File: src/design/xtea_pkg.sv
`timescale 1ns / 1ps

package xtea_pkg;

  // Round constant and default round count
  localparam logic [31:0] DELTA      = 32'h9E3779B9;
  localparam int          ROUNDS_DEF = 32;

  // Configuration port
  localparam int CFG_IDX_W = 8;
  localparam int KEY_WORDS = 4;

  typedef enum logic [CFG_IDX_W-1:0] {
    REG_KEY_WORD0 = 8'd0,
    REG_KEY_WORD1 = 8'd1,
    REG_KEY_WORD2 = 8'd2,
    REG_KEY_WORD3 = 8'd3
  } cfg_reg_t;

  typedef logic [KEY_WORDS-1:0][31:0] key_t;

  typedef struct packed {
    logic        func;
    logic [31:0] block_left;
    logic [31:0] block_right;
  } in_beat_t;

  typedef struct packed {
    logic [31:0] result_left;
    logic [31:0] result_right;
  } out_beat_t;

  // Word carried from cell to cell
  typedef struct packed {
    logic        func;
    logic [31:0] y;
    logic [31:0] z;
  } stage_t;

  // Running sum after n deltas, modulo 2^32
  function automatic logic [31:0] sum_at(int n);
    logic [31:0] k;
    k      = 32'(n);
    sum_at = DELTA * k;
  endfunction

endpackage

File: src/design/xtea_skid.sv
`timescale 1ns / 1ps

// Output skid stage: parks the last cell's beat when the receiver stalls.
module xtea_skid (
  input  logic               clk,
  input  logic               rst,
  input  logic               last_valid,
  input  xtea_pkg::stage_t   last,
  input  logic               out_ready,
  output logic               en,
  output logic               out_valid,
  output xtea_pkg::out_beat_t out_data
);

  logic                skid_valid;
  xtea_pkg::out_beat_t skid;
  xtea_pkg::out_beat_t last_beat;

  assign last_beat.result_left  = last.y;
  assign last_beat.result_right = last.z;

  // Pipe moves only while the skid slot is free
  assign en        = ~skid_valid;
  assign out_valid = skid_valid | last_valid;
  assign out_data  = skid_valid ? skid : last_beat;

  // Hold a stalled beat; drop it once taken
  always_ff @(posedge clk) begin
    if (rst) begin
      skid_valid <= 1'b0;
    end else if (skid_valid) begin
      if (out_ready) begin
        skid_valid <= 1'b0;
      end
    end else if (last_valid && !out_ready) begin
      skid_valid <= 1'b1;
    end
  end

  always_ff @(posedge clk) begin
    if (!skid_valid && last_valid && !out_ready) begin
      skid <= last_beat;
    end
  end

endmodule

File: config.mk
export PLATFORM = sky130hd
export DESIGN_NAME = xtea_skid
export DESIGN_NICKNAME = d
export VERILOG_FILES = /design/src/design/xtea_pkg.sv /design/src/design/xtea_skid.sv
export SDC_FILE = /design/constraint.sdc
export NUM_CORES = 1
export LEC_CHECK = 0
export BUFFER_PORTS_ARGS = -buffer_cell sky130_fd_sc_hd__buf_2
export CORE_MARGIN = 10
export CORE_UTILIZATION = 25
export CTS_CLUSTER_SIZE = 30
export DETAILED_ROUTE_END_ITERATION = 7
export GPL_ROUTABILITY_DRIVEN = 0
export SYNTH_ARGS = -nofsm -noshare
export SYNTH_HDL_FRONTEND = slang
export SYNTH_SLANG_ARGS = --single-unit
File: constraint.sdc
create_clock -name clk -period 6.24 [get_ports clk]
set_clock_uncertainty 0.15 [all_clocks]
set_input_delay 0.624 -clock clk [delete_from_list [all_inputs] [get_ports clk]]
set_output_delay 0.624 -clock clk [all_outputs]
set_load 0.01 [all_outputs]
==> impl_metrics.tcl, run 1 <==
set metrics [dict create \
    rsz0062_at_grt "no" \
    final-max-slew-violation-count 0 \
    cts_setup_buffers 0 \
    grt_pass1_wl_um 10470 \
    cts-htree-levels 3 \
    synth_warnings 0 \
    cts.sinks 65 \
    drt_first_iter_violations 74 \
    dieWidth_um 126.8 \
    wirelength_um 6692 \
    grt_antenna_before_repair 1 \
    core_mm2 0.01098 \
    met1_length_um 2874 \
    synthXorXnorAreaFrac_pct 0 \
    drive_gt1_share_pct 75.27 \
    cap_violations 0 \
    crit_type "flip-flop to output port" \
    synth_nets 209 \
    grt_overflow 0 \
    fin_nets 348 \
    power_density_mw_per_mm2 291.2 \
    port_buffers 133 \
    synth_edf_count 64 \
    min_path_type "primary input to flip-flop" \
    relSlewSlack_pct 32.12 \
    cts_buffer_depth 2 \
    p_leak_nw 1.627 \
    synthAdderAreaFrac_pct 0 \
    hold_violations 0 \
    first_global_vias 1935 \
    io_pins 135 \
    synth_flop_cell "edfxtp_1" \
    critPathRequiredTime_ps 5470 \
    yosysTopAreaCell "edfxtp_1" \
    initial_core_util_pct 25.94 \
    wl_met3_um 821 \
    syn_area_mm2 0.002849 \
    grt_max_degree 68 \
    path_clk_slew_ps 50 \
    synthSimpleGateAreaFrac_pct 0.7466 \
    fmax_mhz 368.8 \
    synth_common_cells "64 x edfxtp_1, 36 x mux2_2, 28 x mux2_4" \
    fin_crit_sh_pct 43.45 \
    start_kind "flip-flop" \
    layoutNonFillerInstCount 424 \
    syn_area_per_cell_um2 20.35 \
    synth_compound_area_share_pct 0 \
    cp.arrival_ps 1940 \
    dp_cells 408 \
    cts_tree "yes" \
    syn_inst 140 \
    ys_async_sr_fraction_pct 0 \
    yosys-top-cells-area "edfxtp_1 67%, mux2_4 15%, mux2_2 14%" \
    end_kind "output port" \
    fill_cells 1092 \
    vias 1761 \
    maxUsedRoutingLayer "met4" \
    die_area_mm2 0.01607 \
    crit_fanout 67 \
    vdd_drop_max_mv 0.1325 \
    ctsResizeCount 0 \
    drc 0 \
    seq_area_mm2 0.001946 \
    multi_input_area_um2 852.1 \
    tightest_slew_ps 1018 \
    viasPerCell 4.153 \
    ys_seq_area_share_pct 68.16 \
    outcome "complete, no violations" \
    ant_nets 0 \
    synth_top_area_share_pct 67.46 \
    synth_top_family_by_area "multiplexers" \
    die_y_um 126.8 \
    root_buffer "clkbuf_16" \
    grt_use_total_pct 8.106 \
    setup_violations 0 \
    synthMuxAreaShare_pct 28.99 \
    min_period_ps 2711 \
    drt_pass1_iterations 4 \
    setup_tns_ps 0 \
    synth.most_common_cell "edfxtp_1" \
    ys_types 10 \
    cts_hold_buffers 0 \
    ys_ff_latch 65 \
    clk_latency_ps 310 \
    syn2layout_area_growth_pct 39.04 \
    dpl.hpwl_um 5048 \
    wl_met2_um 2934 \
    numCtsBuffers 9 \
    rows 38 \
    wire_per_inst_um 15.78 \
]
-- metrics by stage --
step | instance area [um^2] | hold slack (ps) | util, % | power [mW] | setup WS (ps)
floorplan | 2849 | 549.1 | - | 0.5932 | 197.6
global placement | 3657 | 628.7 | 33.30 | 0.6532 | 3861
detailed placement | 3657 | 628.9 | 33.30 | 0.6563 | 3843
CTS | 3959 | 290.6 | 36.04 | 1.180 | 3488
global route | 3959 | 291.0 | 36.04 | 1.210 | 3390
finish | 3961 | 303.4 | 36.07 | 1.154 | 3529
-- state kept, by name (all words and copies together) (netlist names) --
name	count
skid	64
skid_valid	1
-- report_power, final --
group	switching [mW]	internal (mW)	total, mW
Combinational	0.0561	0.0723	0.128
Sequential	0.0126	0.502	0.515
Clock	0.165	0.345	0.510
Total	0.234	0.920	1.15
-- worst max-delay path, cell delays in order, from the launching register on --
cell and delay, ps:
dfxtp_4 980, mux2_2 420, buf_2 140
-- worst paths after layout --
check,depth (start not counted),slack [ps],start,end
worst max-delay path,2,3530,skid_valid$_SDFF_PP0_,out_data[62]
worst max register to register,2,4240,skid_valid$_SDFF_PP0_,skid[43]$_DFFE_PP_
worst min register to register,2,980,skid_valid$_SDFF_PP0_,skid_valid$_SDFF_PP0_
worst min-delay path,2,300,rst,skid_valid$_SDFF_PP0_
-- area by class of cell --
class | count | area share (%)
well taps | 140 | 4.422
clock buffers | 11 | 5.875
multi-input cells | 67 | 21.51
clock inverters | 4 | 1.737
flip-flops and latches | 65 | 49.12
repair buffers | 135 | 17.18
inverters | 1 | 0.09476
diodes | 1 | 0.06317
-- cell families (layout without fill, tap and decap cells) --
| kind of cell | Yosys count | in the layout |
|---|---|---|
| buffers and inverters | 8 | 151 |
| flip-flops | 65 | 65 |
| multiplexers | 64 | 64 |
| other | 0 | 1 |
| AND/OR/NAND/NOR | 3 | 3 |
-- cell usage in the layout, fill, tap and decap left out --
cell type	n
mux2_4	28
clkbuf_1	2
clkbuf_16	9
inv_1	1
clkinv_1	1
bufinv_16	2
buf_4	2
buf_2	133
edfxtp_1	64
or2_1	1
clkinv_2	1
diode_2	1
mux2_2	36
nor3b_1	1
dfxtp_4	1
nor3b_2	1
-- per-layer routing --
layer | up-vias | GRT usage [%]
li1 | 831 | -
met3 | 5 | 5.414
met1 | 834 | 9.403
met4 | 0 | 2.612
met2 | 91 | 11.79
met5 | - | 0
Note: power is estimated with default switching activity, not from simulation.
==> run 2: changes to the inputs <==
ABC_AREA = 1   (was unset)
clock period = 2.3 ns   (was 6.24 ns; I/O delays follow)
==> run 2 against run 1 <==
Via count is 41% higher. Clock power rose to 2.5 times the previous value. Final cell count up 47%. First-iteration DRC count is 41% higher. Flip-flop and latch count did not move. Sequential share of layout area fell by 6.1 points. Combinational power rose to 3.5 times the previous value. Worst hold slack got worse by 290 ps. Synthesized area fell by 1.4%. Synthesized cell count is 100% higher. Critical path depth rose by 2.
==> impl_metrics.tcl, run 2 <==
set metrics [dict create \
    first_global_vias 2505 \
    fin_nets 549 \
    setup_tns_ps 0 \
    worstSetupStartpoint "skid_valid$_SDFF_PP0_" \
    ys_seq_area_share_pct 69.13 \
    p_leak_nw 2.150 \
    ys_types 9 \
    wirelength_um 8132 \
    initial_core_util_pct 25.69 \
    root_buffer "clkbuf_16" \
    yosys-top-cells-area "edfxtp_1 68%, nand2_1 26%, buf_4 1.9%" \
    hold_path.startpoint "last_valid" \
    drive_gt1_share_pct 32.16 \
    final-max-slew-violation-count 0 \
    antenna_cells 0 \
    reg2reg_slack_ps 820 \
    fin_crit_sh_pct 84.50 \
    fill_cells 1057 \
    synth_common_cells "194 x nand2_1, 64 x edfxtp_1, 7 x buf_4" \
    cp.arrival_ps 1560 \
    start_kind "flip-flop" \
    p_switching_mw 0.7147 \
    setup_ws_ps 356.5 \
    comb_power_share_pct 14.4 \
    grt_overflow 0 \
    grt_max_degree 66 \
    min_path_type "primary input to flip-flop" \
    cts_hold_buffers 65 \
    dpl_cell_area_mm2 0.003583 \
    dpl.hpwl_um 5331 \
    power.share.switching_pct 22.92 \
    ant_nets 0 \
    cts_setup_buffers 0 \
    synth_nets 349 \
    numCtsBuffers 9 \
    fmax_mhz 514.5 \
    cap_violations 0 \
    synth_top_area_share_pct 68.42 \
    ys_ff_latch 65 \
    crit_fanout 65 \
    cts-htree-levels 3 \
    grt_use_total_pct 9.883 \
    layout_common_cells "194 x nand2_1, 133 x buf_2, 65 x dlygate4sd3_1" \
    relSlewSlack_pct 57.16 \
    yosysTopAreaCell "edfxtp_1" \
    final_area_mm2 0.004521 \
    largest_register "skid" \
    reg2reg_from "skid_valid$_SDFF_PP0_" \
    end_kind "output port" \
    core_mm2 0.01094 \
    largest_reg_flops 64 \
    rsz0062_at_grt "no" \
    final_common_cell "nand2_1" \
    synth_edf_count 64 \
    wire_per_inst_um 13.01 \
    die_y_um 126 \
    syn_area_per_cell_um2 10.03 \
    ctsResizeCount 0 \
    syn2layout_area_growth_pct 60.94 \
    top_regs "skid x64, skid_valid x1" \
    vias 2484 \
    min_period_ps 1943 \
    synth.most_common_cell "nand2_1" \
    ys_async_sr_fraction_pct 0 \
    hold_depth 3 \
    outcome "complete, no violations" \
    timing.rr.end "skid[55]$_DFFE_PP_" \
    hold_end "skid_valid$_SDFF_PP0_" \
    rows 38 \
    synth_warnings 0 \
    clk_latency_ps 320 \
    hold_violations 0 \
    vdd_drop_max_mv 0.3012 \
    synth_flop_cell "edfxtp_1" \
    critPathRequiredTime_ps 1920 \
    cts_tree "yes" \
    crit_type "flip-flop to output port" \
    cts.sinks 65 \
    path_clk_slew_ps 50 \
    tightest_slew_ps 642.5 \
    port_buffers 133 \
    p_seq_share_pct 44.1 \
    dieWidth_um 126 \
    power_density_mw_per_mm2 689.9 \
    cts_buffer_depth 2 \
    setup_violations 0 \
    totalPowerFinal_mw 3.119 \
    grt_pass1_wl_um 12920 \
    viasPerCell 3.974 \
    drt_pass1_iterations 5 \
    drc 0 \
    p_int_mw 2.404 \
    r2r.worst_path.cells 4 \
    fin_util_pct 41.34 \
    syn_inst 280 \
    syn_area_mm2 0.002809 \
    grt_antenna_before_repair 0 \
    drt_first_iter_violations 104 \
    p_clk_share_pct 41.4 \
    die_area_mm2 0.01588 \
    pre_cts_ws_ps 701.3 \
    io_pins 135 \
]
[run 2: changes by cell type in the layout (fill, tap and decap cells not counted), moves of 2 or more]
cell	delta
clkinv_2	+3
dlygate4sd3_1	+65
buf_4	+3
mux2_4	-28
clkbuf_1	-2
nand2_1	+194
mux2_2	-36
inv_1	+2
nor2_1	+2
[run 2: layer usage]
layer | vias up | share of wire (%) | global-route usage (%) | wire, um
met2 | 110 | 47 | 15.54 | 3784
met4 | 0 | 0.77 | 3.483 | 63
li1 | 1298 | - | - | -
met5 | - | 0 | 0 | 0
met1 | 1067 | 41 | 10.94 | 3368
met3 | 9 | 11 | 5.705 | 916
[run 2: stage by stage]
step | instances | hold WS (ps)
after floorplan | 280 | 178.9
after global placement | 544 | 270.8
after detailed placement | 544 | 273.2
after CTS | 625 | 1.812
final | 625 | 12.82
after global routing | 625 | 27.62
[run 2: worst max path at each step]
stage / slack (ps) / to
after floorplan: 180 / skid[0]$_DFFE_PP_
after global placement: 710 / out_valid
after detailed placement: 700 / out_data[48]
after CTS: 340 / out_data[28]
after global routing: 230 / out_data[6]
final: 360 / out_data[28]
[run 2: logic make-up after synthesis]
family        Yosys count  share of synthesized area, %
buf+inv                18                         4.543
flops                  65                         69.13
simple gates          197                         26.33
[run 2: final cells by class]
| cell class | count | area [um^2] | share of cell area, % |
|---|---|---|---|
| timing repair buffer | 203 | 1354 | 29.95 |
| sequential | 65 | 1943 | 42.98 |
| inverter | 4 | 15.01 | 0.3321 |
| tap | 140 | 175.2 | 3.875 |
| multi-input combinational | 197 | 747.0 | 16.52 |
| clock buffer | 9 | 225.2 | 4.982 |
| clock inverter | 7 | 61.31 | 1.356 |
[run 2: critical path: stages, from the launching register on]
cell	delay (ps)
dfxtp_2	330
buf_4	510
nand2_1	130
nand2_1	100
buf_2	130
[run 2: power by group through the flow]
stage / Combinational, mW / Clock (mW) / Sequential, mW
floorplan: 0.186 / 0 / 1.40
global placement: 0.363 / 0 / 1.40
detailed placement: 0.368 / 0 / 1.40
CTS: 0.454 / 1.34 / 1.38
global route: 0.500 / 1.40 / 1.38
finish: 0.450 / 1.29 / 1.38
