[src/design/xtea_pkg.sv]
`timescale 1ns / 1ps

package xtea_pkg;

  // Round constant and default round count
  localparam logic [31:0] DELTA      = 32'h9E3779B9;
  localparam int          ROUNDS_DEF = 32;

  // Configuration port
  localparam int CFG_IDX_W = 8;
  localparam int KEY_WORDS = 4;

  typedef enum logic [CFG_IDX_W-1:0] {
    REG_KEY_WORD0 = 8'd0,
    REG_KEY_WORD1 = 8'd1,
    REG_KEY_WORD2 = 8'd2,
    REG_KEY_WORD3 = 8'd3
  } cfg_reg_t;

  typedef logic [KEY_WORDS-1:0][31:0] key_t;

  typedef struct packed {
    logic        func;
    logic [31:0] block_left;
    logic [31:0] block_right;
  } in_beat_t;

  typedef struct packed {
    logic [31:0] result_left;
    logic [31:0] result_right;
  } out_beat_t;

  // Word carried from cell to cell
  typedef struct packed {
    logic        func;
    logic [31:0] y;
    logic [31:0] z;
  } stage_t;

  // Running sum after n deltas, modulo 2^32
  function automatic logic [31:0] sum_at(int n);
    logic [31:0] k;
    k      = 32'(n);
    sum_at = DELTA * k;
  endfunction

endpackage

[src/design/xtea_cell.sv]
`timescale 1ns / 1ps

// One half-round of XTEA. The sums for both directions are fixed per cell.
module xtea_cell #(
  parameter bit          HALF    = 1'b0,
  parameter logic [31:0] ENC_SUM = 32'd0,
  parameter logic [31:0] DEC_SUM = 32'd0
) (
  input  logic            clk,
  input  logic            rst,
  input  logic            en,
  input  logic            prev_valid,
  input  xtea_pkg::stage_t prev,
  input  xtea_pkg::key_t  key,
  output logic            valid,
  output xtea_pkg::stage_t data
);

  // Key word index for each direction at this position
  localparam logic [1:0] ENC_KIDX = (HALF == 1'b0) ? ENC_SUM[1:0] : ENC_SUM[12:11];
  localparam logic [1:0] DEC_KIDX = (HALF == 1'b1) ? DEC_SUM[1:0] : DEC_SUM[12:11];

  logic             update_y;
  logic [31:0]      x;
  logic [31:0]      tgt;
  logic [31:0]      sum;
  logic [1:0]       kidx;
  logic [31:0]      mix;
  logic [31:0]      upd;
  xtea_pkg::stage_t data_next;

  // Mix one half into the other
  always_comb begin
    update_y  = (HALF == prev.func);
    x         = update_y ? prev.z : prev.y;
    tgt       = update_y ? prev.y : prev.z;
    sum       = prev.func ? DEC_SUM : ENC_SUM;
    kidx      = prev.func ? DEC_KIDX : ENC_KIDX;
    mix       = (((x << 4) ^ (x >> 5)) + x) ^ (sum + key[kidx]);
    upd       = prev.func ? (tgt - mix) : (tgt + mix);
    data_next = prev;
    if (update_y) begin
      data_next.y = upd;
    end else begin
      data_next.z = upd;
    end
  end

  // Advance the beat when the pipe moves
  always_ff @(posedge clk) begin
    if (rst) begin
      valid <= 1'b0;
    end else if (en) begin
      valid <= prev_valid;
    end
  end

  always_ff @(posedge clk) begin
    if (en) begin
      data <= data_next;
    end
  end

endmodule

[config.mk]
export PLATFORM = sky130hd
export DESIGN_NAME = xtea_cell
export DESIGN_NICKNAME = d
export VERILOG_FILES = /design/src/design/xtea_pkg.sv /design/src/design/xtea_cell.sv
export SDC_FILE = /design/constraint.sdc
export NUM_CORES = 1
export LEC_CHECK = 0
export ABC_CLOCK_PERIOD_IN_PS = 7190
export BUFFER_PORTS_ARGS = -buffer_cell sky130_fd_sc_hd__buf_2
export CAP_MARGIN = 20
export CORE_ASPECT_RATIO = 1.2
export CORE_MARGIN = 3
export CORE_UTILIZATION = 48
export DETAILED_ROUTE_END_ITERATION = 7
export GPL_TIMING_DRIVEN = 0
export PLACE_DENSITY_LB_ADDON = 0.15
export SYNTH_ARGS = -nofsm -noshare
export SYNTH_HDL_FRONTEND = slang
export SYNTH_SLANG_ARGS = --single-unit
[constraint.sdc]
create_clock -name clk -period 7.19 [get_ports clk]
set_input_delay 0.3595 -clock clk [delete_from_list [all_inputs] [get_ports clk]]
set_output_delay 0.3595 -clock clk [all_outputs]
set_load 0.02 [all_outputs]
==> impl_metrics.csv, run 1 <==
group,metric,value,unit
timing,max_freq,0.145,GHz
synthesis,synth_ff_type,"sky130_fd_sc_hd__edfxtp_1",
detailed_routing,first_iteration_detailed_routing_drc_count,528,
grt,grt_first_pass_wirelength,38500,um
layout,mostFrequentLayoutCell,"sky130_fd_sc_hd__buf_2",
grt,grt_pass1_vias,7206,
detailed_routing,vias_per_cell,5.75,
die,floorplan.core_area,16300,um2
clock_tree,cts_buffer_depth,2,
run,timing.max_cap.violations,0,
layout,final_layout_size_suffix_gt1_frac,0.252,
detailed_routing,met2WireLength,11600,um
detailed_routing,routed_length_per_placed_instance,19.3,um
synthesis,synth_nets,1192,
detailed_routing,wl,25700,um
grt,pin_count_of_the_biggest_net_entering_global_routing,46,
placement,place_area,9110,um2
layout,final_cell_area,9650,um2
timing,timing.slew.headroom,0.428,
setup_path,critPathTopFamily,"simple AND/OR/NAND/NOR gates",
power,static-leakage-power,4.25,nW
power,power.ir.vdd_worst,0.000132,V
clock_tree,clk_latency,320,ps
die,start_util,0.492,
power,power.density,341,nW/um2
setup_path,type_of_element_capturing_the_critical_path,"flop",
timing,hold_ws,183,ps
synthesis,synth_edf_count,65,
outcome,status,"complete, no violations",
die,placementRows,51,
synthesis,synth_sequential_area_ratio,0.247,
grt,antenna_violations_before_repair,1,
setup_path,slowest_delay,470,ps
min_path,number_of_cells_on_the_worst_hold_path,2,
placement,numPortBuffers,166,
synthesis,synthesis.area_per_instance,8.63,um2
grt,gr-usage-all-layers,0.274,
clock_tree,clockRootBuffer,"sky130_fd_sc_hd__clkbuf_16",
setup_path,worst_r2r_start,"valid$_SDFFE_PP0P_",
setup_path,r2r_slack,6600,ps
clock_tree,cts_inserted_buffers,9,
setup_path,path_class,"in2reg",
clock_tree,clock_tree.htree_level_count,3,
layout,antenna_cells,0,
synthesis,syn-cell-area,8000,um2
die,die_w,124,um
timing,fin_worst_skew,0,ps
setup_path,worst_r2r_endpoint,"valid$_SDFFE_PP0P_",
setup_path,worstPathRequired,7330,ps
clock_tree,numClockSinks,66,
detailed_routing,highest_layer,"met5",
timing,setup_violations,0,
setup_path,cp.buffers_inverters,5,
synthesis,synth_seq_cells,66,
clock_tree,postCtsHoldBufs,0,
layout,final_nets,1377,
timing,timing_max_transition_violations_final,0,
placement,post-dp-hpwl,21000,um
placement,globalplace.congestion,0.982,
detailed_routing,drc_errors,0,
min_path,hold-path-endpoint,"valid$_SDFFE_PP0P_",
timing,final-hold-violation-count,0,
timing,setup_total_negative_slack,0,ps
setup_path,rr_worst_depth,2,
die,die_area,18300,um2
detailed_routing,route.met3.wl,2040,um
detailed_routing,antenna_left,0,
min_path,min_from,"rst",
layout,finish.utilization,0.593,
timing,worst_tran_pin_value,856,ps
setup_path,crit_arrival,7050,ps
die,dieHeight,147,um
detailed_routing,total_iterations_of_the_first_detailed_routing_run,5,
min_path,worstHoldPathType,"in2reg",
synthesis,async_set_reset_flop_share_out_of_synthesis,0,
layout,commonest_non_fill_non_tap_cells_in_the_layout,"168 x sky130_fd_sc_hd__buf_2, 95 x sky130_fd_sc_hd__xnor2_1, 84 x sky130_fd_sc_hd__nand2_1",
setup_path,critPathLaunchType,"primary input",
detailed_routing,wl_met1,11600,um
grt,grt.overflow.total,0,
layout,n_fill_cell,1501,
detailed_routing,vias,7646,
layout,area.growth.synth_to_final,20.7,%
synthesis,yosysUniqueCellTypes,69,
timing,timing.final.crit_share,0.960,
die,top_level_ports,263,
layout,multi_input_comb_area,5940,um2
timing,post_layout_min_period,6900,ps
clock_tree,clock_tree_from_tritoncts,"built",
synthesis,synth.yosys.warnings,0,
setup_path,crit_slowest_cell,"sky130_fd_sc_hd__or4_1",
clock_tree,cts.reportedPaths.clkPinSlew,60,ps
setup_path,cp_max_fo,10,
synthesis,syn-instance-count,927,
layout,register_area,1970,um2
-- synthesized netlist by cell type, drive strengths merged (5+ instances only) --
cell / number / area, um2
a211oi: 6 / 45.0
a21o: 36 / 270
a21oi: 81 / 405
a31oi: 10 / 68.8
and2: 7 / 43.8
and3: 6 / 37.5
buf: 6 / 23.8
clkbuf: 23 / 86.3
edfxtp: 65 / 1950
ha: 66 / 826
inv: 31 / 116
mux2: 34 / 383
mux2i: 7 / 70.1
nand2: 86 / 323
nand2b: 18 / 113
nand3: 20 / 100
nand4: 5 / 31.3
nor2: 58 / 218
nor2b: 25 / 156
nor3: 20 / 105
o211ai: 6 / 50.1
o21a: 9 / 67.6
o21ai: 65 / 325
o21bai: 23 / 173
o31ai: 9 / 72.6
or2: 5 / 31.3
or3: 6 / 42.5
xnor2: 99 / 867
xnor3: 6 / 135
xor2: 41 / 359
-- logic make-up (layout without fill, tap and decap cells) --
kind of cell             Yosys count  count (layout)  synth area share
AO/OA/AOI/OAI                    276             276             0.221
XOR/XNOR                         146             146             0.170
adder cells (fa/ha/maj)           68              68             0.108
buffers and inverters             60             250            0.0283
flip-flops                        66              66             0.247
multiplexers                      41              41            0.0566
AND/OR/NAND/NOR                  270             270             0.170
-- worst max-delay path by stage --
stage | slack [ps] | from | to | cells after the start
6_report | 290 | prev[64] | data[63]$_DFFE_PP_ | 30
5_1_grt | -1 | prev[64] | data[63]$_DFFE_PP_ | 30
4_1_cts | 40 | prev[64] | data[63]$_DFFE_PP_ | 30
3_5_place_dp | -1960 | prev[64] | data[63]$_DFFE_PP_ | 30
3_3_place_gp | -1910 | prev[64] | data[63]$_DFFE_PP_ | 30
2_1_floorplan | 220 | prev[64] | data[63]$_DFFE_PP_ | 29
-- power by group --
part           switching [mW]  internal [mW]  total (mW)
registers              0.0264          0.605       0.632
logic                    1.35          0.883        2.23
clock network           0.159          0.267       0.426
total                    1.54           1.76        3.29
-- metal layers --
| layer | track usage | up-vias |
|---|---|---|
| met2 | 0.436 | 305 |
| met1 | 0.390 | 3553 |
| met3 | 0.0436 | 34 |
| met4 | 0.0637 | 2 |
| li1 | - | 3752 |
| met5 | 0 | - |
-- worst reg2reg max path: stages (launching register included) --
cell and delay (ps):
sky130_fd_sc_hd__dfxtp_1 310, sky130_fd_sc_hd__mux2i_1 130, sky130_fd_sc_hd__nor2_1 50
-- state kept, by name, indices dropped and copies added, names as in the netlist --
| register | flops |
|---|---|
| data | 65 |
| valid | 1 |
-- final cells by class --
cell class                      count  share of cell area
Sequential cell                    66               0.204
Buffer                             29              0.0176
Inverter                           31              0.0121
Tap cell                          212              0.0275
Timing Repair Buffer              174              0.0936
Multi-Input combinational cell    801               0.615
Clock inverter                      5             0.00570
Clock buffer                       11              0.0241
-- stage by stage --
step / setup WS [ps] / power [mW] / std cells
after detailed placement: -1960 / 2.77 / 1306
after floorplan: 216 / 2.24 / 927
final: 287 / 3.29 / 1329
after global placement: -1910 / 2.76 / 1305
after CTS: 35.6 / 3.23 / 1323
after global routing: -1.26 / 3.53 / 1329
-- repair_timing --
action                                 in CTS  in global routing
pin swaps                                   2                  9
setup buffers                               1                  6
endpoints found under the hold margin       0                  0
resized for setup                          32                 34
setup endpoints to repair                  36                 16
Note: power is estimated with default switching activity, not from simulation.
==> run 2, diff against run 1 <==
--- a/config.mk
+++ b/config.mk
@@ -5,6 +5,7 @@
 export SDC_FILE = /design/constraint.sdc
 export NUM_CORES = 1
 export LEC_CHECK = 0
+export ABC_AREA = 1
 export ABC_CLOCK_PERIOD_IN_PS = 7190
 export BUFFER_PORTS_ARGS = -buffer_cell sky130_fd_sc_hd__buf_2
 export CAP_MARGIN = 20
==> run 2 against run 1 <==
Effect of this change:
- critical path depth is 4 higher
- sequential power decreased by 3%
- non-clock buffer count down 10
- register-to-register slack better by 20 ps
==> impl_metrics.csv, run 2 <==
group,metric,value,unit
outcome,status,"complete, no violations",
timing,post_layout_min_period,6770,ps
timing,worst_tran_pin_value,901,ps
setup_path,cp.buffers_inverters,6,
grt,pin_count_of_the_biggest_net_entering_global_routing,46,
setup_path,critPathLaunchType,"primary input",
timing,timing.slew.headroom,0.393,
timing,rsz0062_at_grt,"false",
grt,grt_first_pass_wirelength,41900,um
timing,timing_max_transition_violations_final,0,
clock_tree,clk_latency,340,ps
run,timing.max_cap.violations,0,
layout,largest_reg_flops,65,
timing,max_freq,0.148,GHz
layout,antenna_cells,0,
synthesis,synth_edf_count,65,
setup_path,worst_setup_path_endpoint,"data[28]$_DFFE_PP_",
layout,n_fill_cell,1712,
synthesis,synth.largest_area_cell,"sky130_fd_sc_hd__edfxtp_1",
power,power.density,320,nW/um2
detailed_routing,total_iterations_of_the_first_detailed_routing_run,5,
timing,final-hold-violation-count,0,
setup_path,cp_max_fo,10,
placement,placement.setup.worst_slack,-315,ps
clock_tree,clockRootBuffer,"sky130_fd_sc_hd__clkbuf_16",
placement,globalplace.congestion,0.932,
synthesis,synth.yosys.warnings,0,
layout,register_area,1970,um2
setup_path,cp-startpoint,"prev[64]",
grt,gr-usage-all-layers,0.282,
synthesis,syn-instance-count,1208,
synthesis,synth_sequential_area_ratio,0.237,
synthesis,synth.mux.area_fraction,0.00240,
synthesis,synth_nets,1473,
layout,commonest_non_fill_non_tap_cells_in_the_layout,"359 x sky130_fd_sc_hd__nand2_1, 166 x sky130_fd_sc_hd__buf_2, 104 x sky130_fd_sc_hd__inv_1, 104 x sky130_fd_sc_hd__nor2_1, 97 x sky130_fd_sc_hd__o21ai_0",
clock_tree,clock_tree_from_tritoncts,"built",
clock_tree,postCtsHoldBufs,0,
die,die_area,19000,um2
layout,final_layout_size_suffix_gt1_frac,0.192,
setup_path,type_of_element_capturing_the_critical_path,"flop",
layout,multi_input_comb_area,5770,um2
setup_path,crit_arrival,6830,ps
synthesis,synthDominantCellAreaShare,0.234,
power,power.ir.vdd_worst,0.000121,V
timing,setup_violations,0,
layout,final_nets,1651,
die,start_util,0.492,
detailed_routing,vias_per_cell,5.44,
setup_path,path_class,"in2reg",
layout,regMostFlops,"data",
detailed_routing,first_iteration_detailed_routing_drc_count,653,
synthesis,cell_with_the_most_instances_after_synthesis,"sky130_fd_sc_hd__nand2_1",
setup_path,crit_slowest_cell,"sky130_fd_sc_hd__a2111oi_1",
grt,grt.overflow.total,0,
detailed_routing,routed_length_per_placed_instance,17.0,um
synthesis,yosys.area_share.xor_xnor,0.124,
synthesis,synthesis.area_per_instance,6.90,um2
clock_tree,cts.repair_timing.setup_buffer_count,0,
clock_tree,clock_tree.htree_level_count,3,
detailed_routing,antenna_left,0,
clock_tree,cts_inserted_buffers,9,
synthesis,synthAdderAreaFrac,0.104,
placement,post-dp-hpwl,23200,um
setup_path,crit_cells,34,
clock_tree,cts_buffer_depth,2,
power,total_power,3.13,mW
synthesis,synth-simple-area-share,0.319,
die,floorplan.core_area,16900,um2
setup_path,worst_r2r_start,"valid$_SDFFE_PP0P_",
timing,worst_slack_setup_final,424,ps
synthesis,main_combinational_cell_family_by_area_after_synthesis,"simple AND/OR/NAND/NOR gates",
clock_tree,numClockSinks,66,
synthesis,synth_top_cells_by_area,"sky130_fd_sc_hd__edfxtp_1 23%, sky130_fd_sc_hd__nand2_1 16%, sky130_fd_sc_hd__ha_1 9.9%",
setup_path,worstPathRequired,7250,ps
synthesis,synth_seq_cells,66,
synthesis,syn-cell-area,8330,um2
placement,numPortBuffers,166,
die,die_w,126,um
synthesis,synth_compound_area_frac,0.144,
synthesis,ys_top_cells_by_count,"359 x sky130_fd_sc_hd__nand2_1, 104 x sky130_fd_sc_hd__inv_1, 104 x sky130_fd_sc_hd__nor2_1, 97 x sky130_fd_sc_hd__o21ai_0, 74 x sky130_fd_sc_hd__xor2_1",
die,dieHeight,150,um
power,static-leakage-power,4.81,nW
setup_path,critPathTopFamily,"simple AND/OR/NAND/NOR gates",
clock_tree,post_cts_resize_count,0,
layout,mostFrequentLayoutCell,"sky130_fd_sc_hd__nand2_1",
clock_tree,cts.reportedPaths.clkPinSlew,60,ps
min_path,worstHoldPathType,"in2reg",
detailed_routing,drc_errors,0,
die,top_level_ports,263,
setup_path,worst_r2r_endpoint,"valid$_SDFFE_PP0P_",
synthesis,yosysUniqueCellTypes,53,
synthesis,synth_ff_type,"sky130_fd_sc_hd__edfxtp_1",
detailed_routing,wl,27300,um
synthesis,async_set_reset_flop_share_out_of_synthesis,0,
setup_path,r2r_slack,6620,ps
detailed_routing,vias,8746,
setup_path,rr_worst_depth,2,
grt,grt_pass1_vias,8188,
die,placementRows,52,
setup_path,slowest_delay,540,ps
layout,reg.largest.list,"data x65, valid x1",
timing,timing.final.crit_share,0.941,
layout,area.growth.synth_to_final,17.1,%
grt,antenna_violations_before_repair,0,
timing,fin_worst_skew,0,ps
==> run 2: area by class of cell <==
type	instances	share of cell area
buffer	26	0.0177
clock buffer	9	0.0231
clock inverter	7	0.00795
inverter	112	0.0431
multi-input combinational	1004	0.591
sequential	66	0.202
tap	216	0.0277
timing repair buffer	167	0.0872
==> run 2: cell families (layout without fill, tap and decap cells) <==
kind of cell | after synthesis | in the layout
AOI/OAI and AO/OA | 214 | 214
buffers and inverters | 138 | 321
DFF | 66 | 66
and+or+nand+nor | 604 | 604
adders and majority gates | 68 | 68
muxes | 2 | 2
xor gates and xnor gates | 116 | 116
==> run 2: metrics by stage <==
| stage | util | cell area (um2) | setup TNS (ps) | hold slack, ps | std cells |
|---|---|---|---|---|---|
| finish | 0.577 | 9760 | 0 | 167 | 1607 |
| global route | 0.577 | 9760 | 0 | 163 | 1607 |
| CTS | 0.577 | 9750 | 0 | 162 | 1607 |
| detailed placement | 0.559 | 9450 | -1100 | 484 | 1591 |
| global placement | 0.558 | 9430 | -1120 | 473 | 1590 |
| floorplan | - | 8330 | 0 | 432 | 1208 |
==> run 2: where the power goes <==
group	internal, mW	leakage (nW)	switching [mW]
sequential	0.587	0.642	0.0256
combinational	0.721	4.03	1.34
clock	0.271	0.146	0.178
==> run 2: worst min-delay path by stage <==
| stage | from | to | slack (ps) | cells past startpoint |
|---|---|---|---|---|
| detailed placement | valid$_SDFFE_PP0P_ | valid$_SDFFE_PP0P_ | 480 | 2 |
| CTS | rst | valid$_SDFFE_PP0P_ | 160 | 2 |
| global route | rst | valid$_SDFFE_PP0P_ | 160 | 2 |
| global placement | valid$_SDFFE_PP0P_ | valid$_SDFFE_PP0P_ | 470 | 2 |
| finish | rst | valid$_SDFFE_PP0P_ | 170 | 2 |
| floorplan | rst | valid$_SDFFE_PP0P_ | 430 | 1 |
==> run 2: metal layers <==
layer,part of all wire,global-route usage,up-vias
met5,0,0,-
met4,0.018,0.0746,0
met3,0.074,0.0326,37
met2,0.47,0.479,315
met1,0.44,0.382,4029
li1,-,-,4365
==> run 3, diff against run 2 <==
--- a/config.mk
+++ b/config.mk
@@ -7,7 +7,7 @@
 export LEC_CHECK = 0
 export ABC_AREA = 1
 export ABC_CLOCK_PERIOD_IN_PS = 7190
-export BUFFER_PORTS_ARGS = -buffer_cell sky130_fd_sc_hd__buf_2
+export BUFFER_PORTS_ARGS = -buffer_cell sky130_fd_sc_hd__buf_4
 export CAP_MARGIN = 20
 export CORE_ASPECT_RATIO = 1.2
 export CORE_MARGIN = 3
==> run 3 against run 2 <==
Effect of this change:
- power increased by 4.6%
- critical path depth unchanged
- maximum frequency rose by 1.4%
- die area did not move
==> impl_metrics.csv, run 3 (synthesis gave the netlist of run 2 again) <==
group,metric,value,unit
outcome,status,"complete, no violations",
grt,gr-usage-met1,0.378,
clock_tree,cts.repair_timing.setup_buffer_count,0,
setup_path,worst_r2r_endpoint,"valid$_SDFFE_PP0P_",
clock_tree,postCtsHoldBufs,0,
detailed_routing,total_iterations_of_the_first_detailed_routing_run,8,
detailed_routing,vias,8752,
layout,final_cell_area,10200,um2
clock_tree,cts_inserted_buffers,9,
placement,place_area,9850,um2
layout,final_cells,1606,
timing,hold_ws,179,ps
setup_path,r2r_slack,6610,ps
power,power_frac_comb,0.654,
detailed_routing,drc_errors,0,
placement,placement.setup.worst_slack,-275,ps
detailed_routing,wl,27300,um
layout,mostFrequentLayoutCell,"sky130_fd_sc_hd__nand2_1",
grt,grt_use_met3,0.0412,
setup_path,cp.buffers_inverters,6,
timing,setup_violations,0,
setup_path,path_class,"in2reg",
grt,pin_count_of_the_biggest_net_entering_global_routing,67,
placement,post-dp-hpwl,23100,um
setup_path,crit_cells,34,
run,timing.max_cap.violations,0,
detailed_routing,routed_length_per_placed_instance,17.0,um
die,die_area,19000,um2
setup_path,rr_worst_depth,2,
detailed_routing,vias_per_cell,5.45,
placement,globalplace.congestion,0.946,
min_path,worstHoldPathType,"in2reg",
grt,grt_pass1_vias,8225,
timing,post_layout_min_period,6670,ps
power,p_switching,1.55,mW
die,die_w,126,um
setup_path,worstPathRequired,7250,ps
grt,gr-usage-met2,0.476,
layout,reg.largest.list,"data x65, valid x1",
power,total_power,3.27,mW
grt,grt.overflow.total,0,
power,power_report.internal_total,1.72,mW
timing,final-hold-violation-count,0,
clock_tree,clockRootBuffer,"sky130_fd_sc_hd__clkbuf_16",
power,power.ir.vdd_worst,0.000119,V
timing,max_freq,0.150,GHz
die,dieHeight,150,um
layout,largest_reg_flops,65,
die,start_util,0.492,
setup_path,crit_slowest_cell,"sky130_fd_sc_hd__a2111oi_1",
setup_path,slowest_delay,520,ps
timing,setup_total_negative_slack,0,ps
timing,timing.final.crit_share,0.928,
setup_path,cp_max_fo,10,
layout,antenna_cells,0,
setup_path,type_of_element_capturing_the_critical_path,"flop",
clock_tree,numClockSinks,66,
clock_tree,clk_latency,330,ps
power,share_seq_of_total_power,0.189,
detailed_routing,first_iteration_detailed_routing_drc_count,694,
setup_path,critPathLaunchType,"primary input",
setup_path,critPathTopFamily,"simple AND/OR/NAND/NOR gates",
clock_tree,clock_tree.htree_level_count,3,
clock_tree,post_cts_resize_count,0,
setup_path,cp-startpoint,"prev[64]",
grt,grt_first_pass_wirelength,42100,um
timing,worst_tran_pin_value,894,ps
die,placementRows,52,
setup_path,worst_r2r_start,"valid$_SDFFE_PP0P_",
die,floorplan.core_area,16900,um2
timing,rsz0062_at_grt,"false",
layout,area.growth.synth_to_final,22.5,%
power,power.share.switching,0.473,
layout,finish.utilization,0.603,
setup_path,crit_arrival,6730,ps
clock_tree,cts_buffer_depth,2,
timing,timing.slew.headroom,0.398,
timing,timing_max_transition_violations_final,0,
placement,placedCellCount,1590,
layout,final_layout_size_suffix_gt1_frac,0.191,
clock_tree,clock_tree_from_tritoncts,"built",
timing,worst_slack_setup_final,515,ps
grt,antenna_violations_before_repair,0,
power,static-leakage-power,4.97,nW
layout,commonest_non_fill_non_tap_cells_in_the_layout,"359 x sky130_fd_sc_hd__nand2_1, 167 x sky130_fd_sc_hd__buf_4, 104 x sky130_fd_sc_hd__inv_1, 104 x sky130_fd_sc_hd__nor2_1, 97 x sky130_fd_sc_hd__o21ai_0",
die,top_level_ports,263,
layout,regMostFlops,"data",
layout,final_nets,1650,
power,power.share.clock,0.157,
timing,fin_worst_skew,0,ps
detailed_routing,antenna_left,0,
placement,numPortBuffers,166,
power,power.density,321,nW/um2
setup_path,worst_setup_path_endpoint,"data[28]$_DFFE_PP_",
grt,gr-usage-all-layers,0.283,
grt,most_utilized_layer_in_the_global_route_result,"met2",
clock_tree,cts.reportedPaths.clkPinSlew,60,ps
[run 3: changes by cell type in the layout (fill, tap and decap cells not counted)]
cell / delta
sky130_fd_sc_hd__buf_12: -1
sky130_fd_sc_hd__clkinvlp_4: -1
sky130_fd_sc_hd__bufinv_16: +2
sky130_fd_sc_hd__buf_2: -166
sky130_fd_sc_hd__clkinv_2: -1
sky130_fd_sc_hd__buf_4: +166
[run 3: worst min path at each step]
stage	end	depth (start not counted)	from	slack (ps)
2_1_floorplan	valid$_SDFFE_PP0P_	1	rst	430
3_3_place_gp	valid$_SDFFE_PP0P_	2	valid$_SDFFE_PP0P_	480
3_5_place_dp	valid$_SDFFE_PP0P_	2	valid$_SDFFE_PP0P_	500
4_1_cts	valid$_SDFFE_PP0P_	2	rst	180
5_1_grt	valid$_SDFFE_PP0P_	2	rst	180
6_report	valid$_SDFFE_PP0P_	2	rst	180
[run 3: cell type report]
class / instances / area (um2)
fill: 1672 / 6720
multi-input combinational: 1004 / 5770
sequential: 66 / 1970
timing repair buffer: 166 / 1250
inverter: 112 / 420
tap: 216 / 270
clock buffer: 9 / 225
buffer: 26 / 173
clock inverter: 7 / 125
[run 3: per-layer routing]
| metal | part of all wire | routed length, um |
|---|---|---|
| met5 | 0 | 0 |
| met4 | 0.028 | 757 |
| met3 | 0.086 | 2360 |
| met2 | 0.46 | 12600 |
| met1 | 0.42 | 11600 |
[run 3: power groups by stage]
stage / clock network, mW / registers [mW] / logic, mW
2_1_floorplan: 0 / 0.772 / 1.36
3_3_place_gp: 0 / 0.625 / 2.09
3_5_place_dp: 0 / 0.628 / 2.11
4_1_cts: 0.516 / 0.621 / 2.11
5_1_grt: 0.532 / 0.630 / 2.36
6_report: 0.514 / 0.618 / 2.14
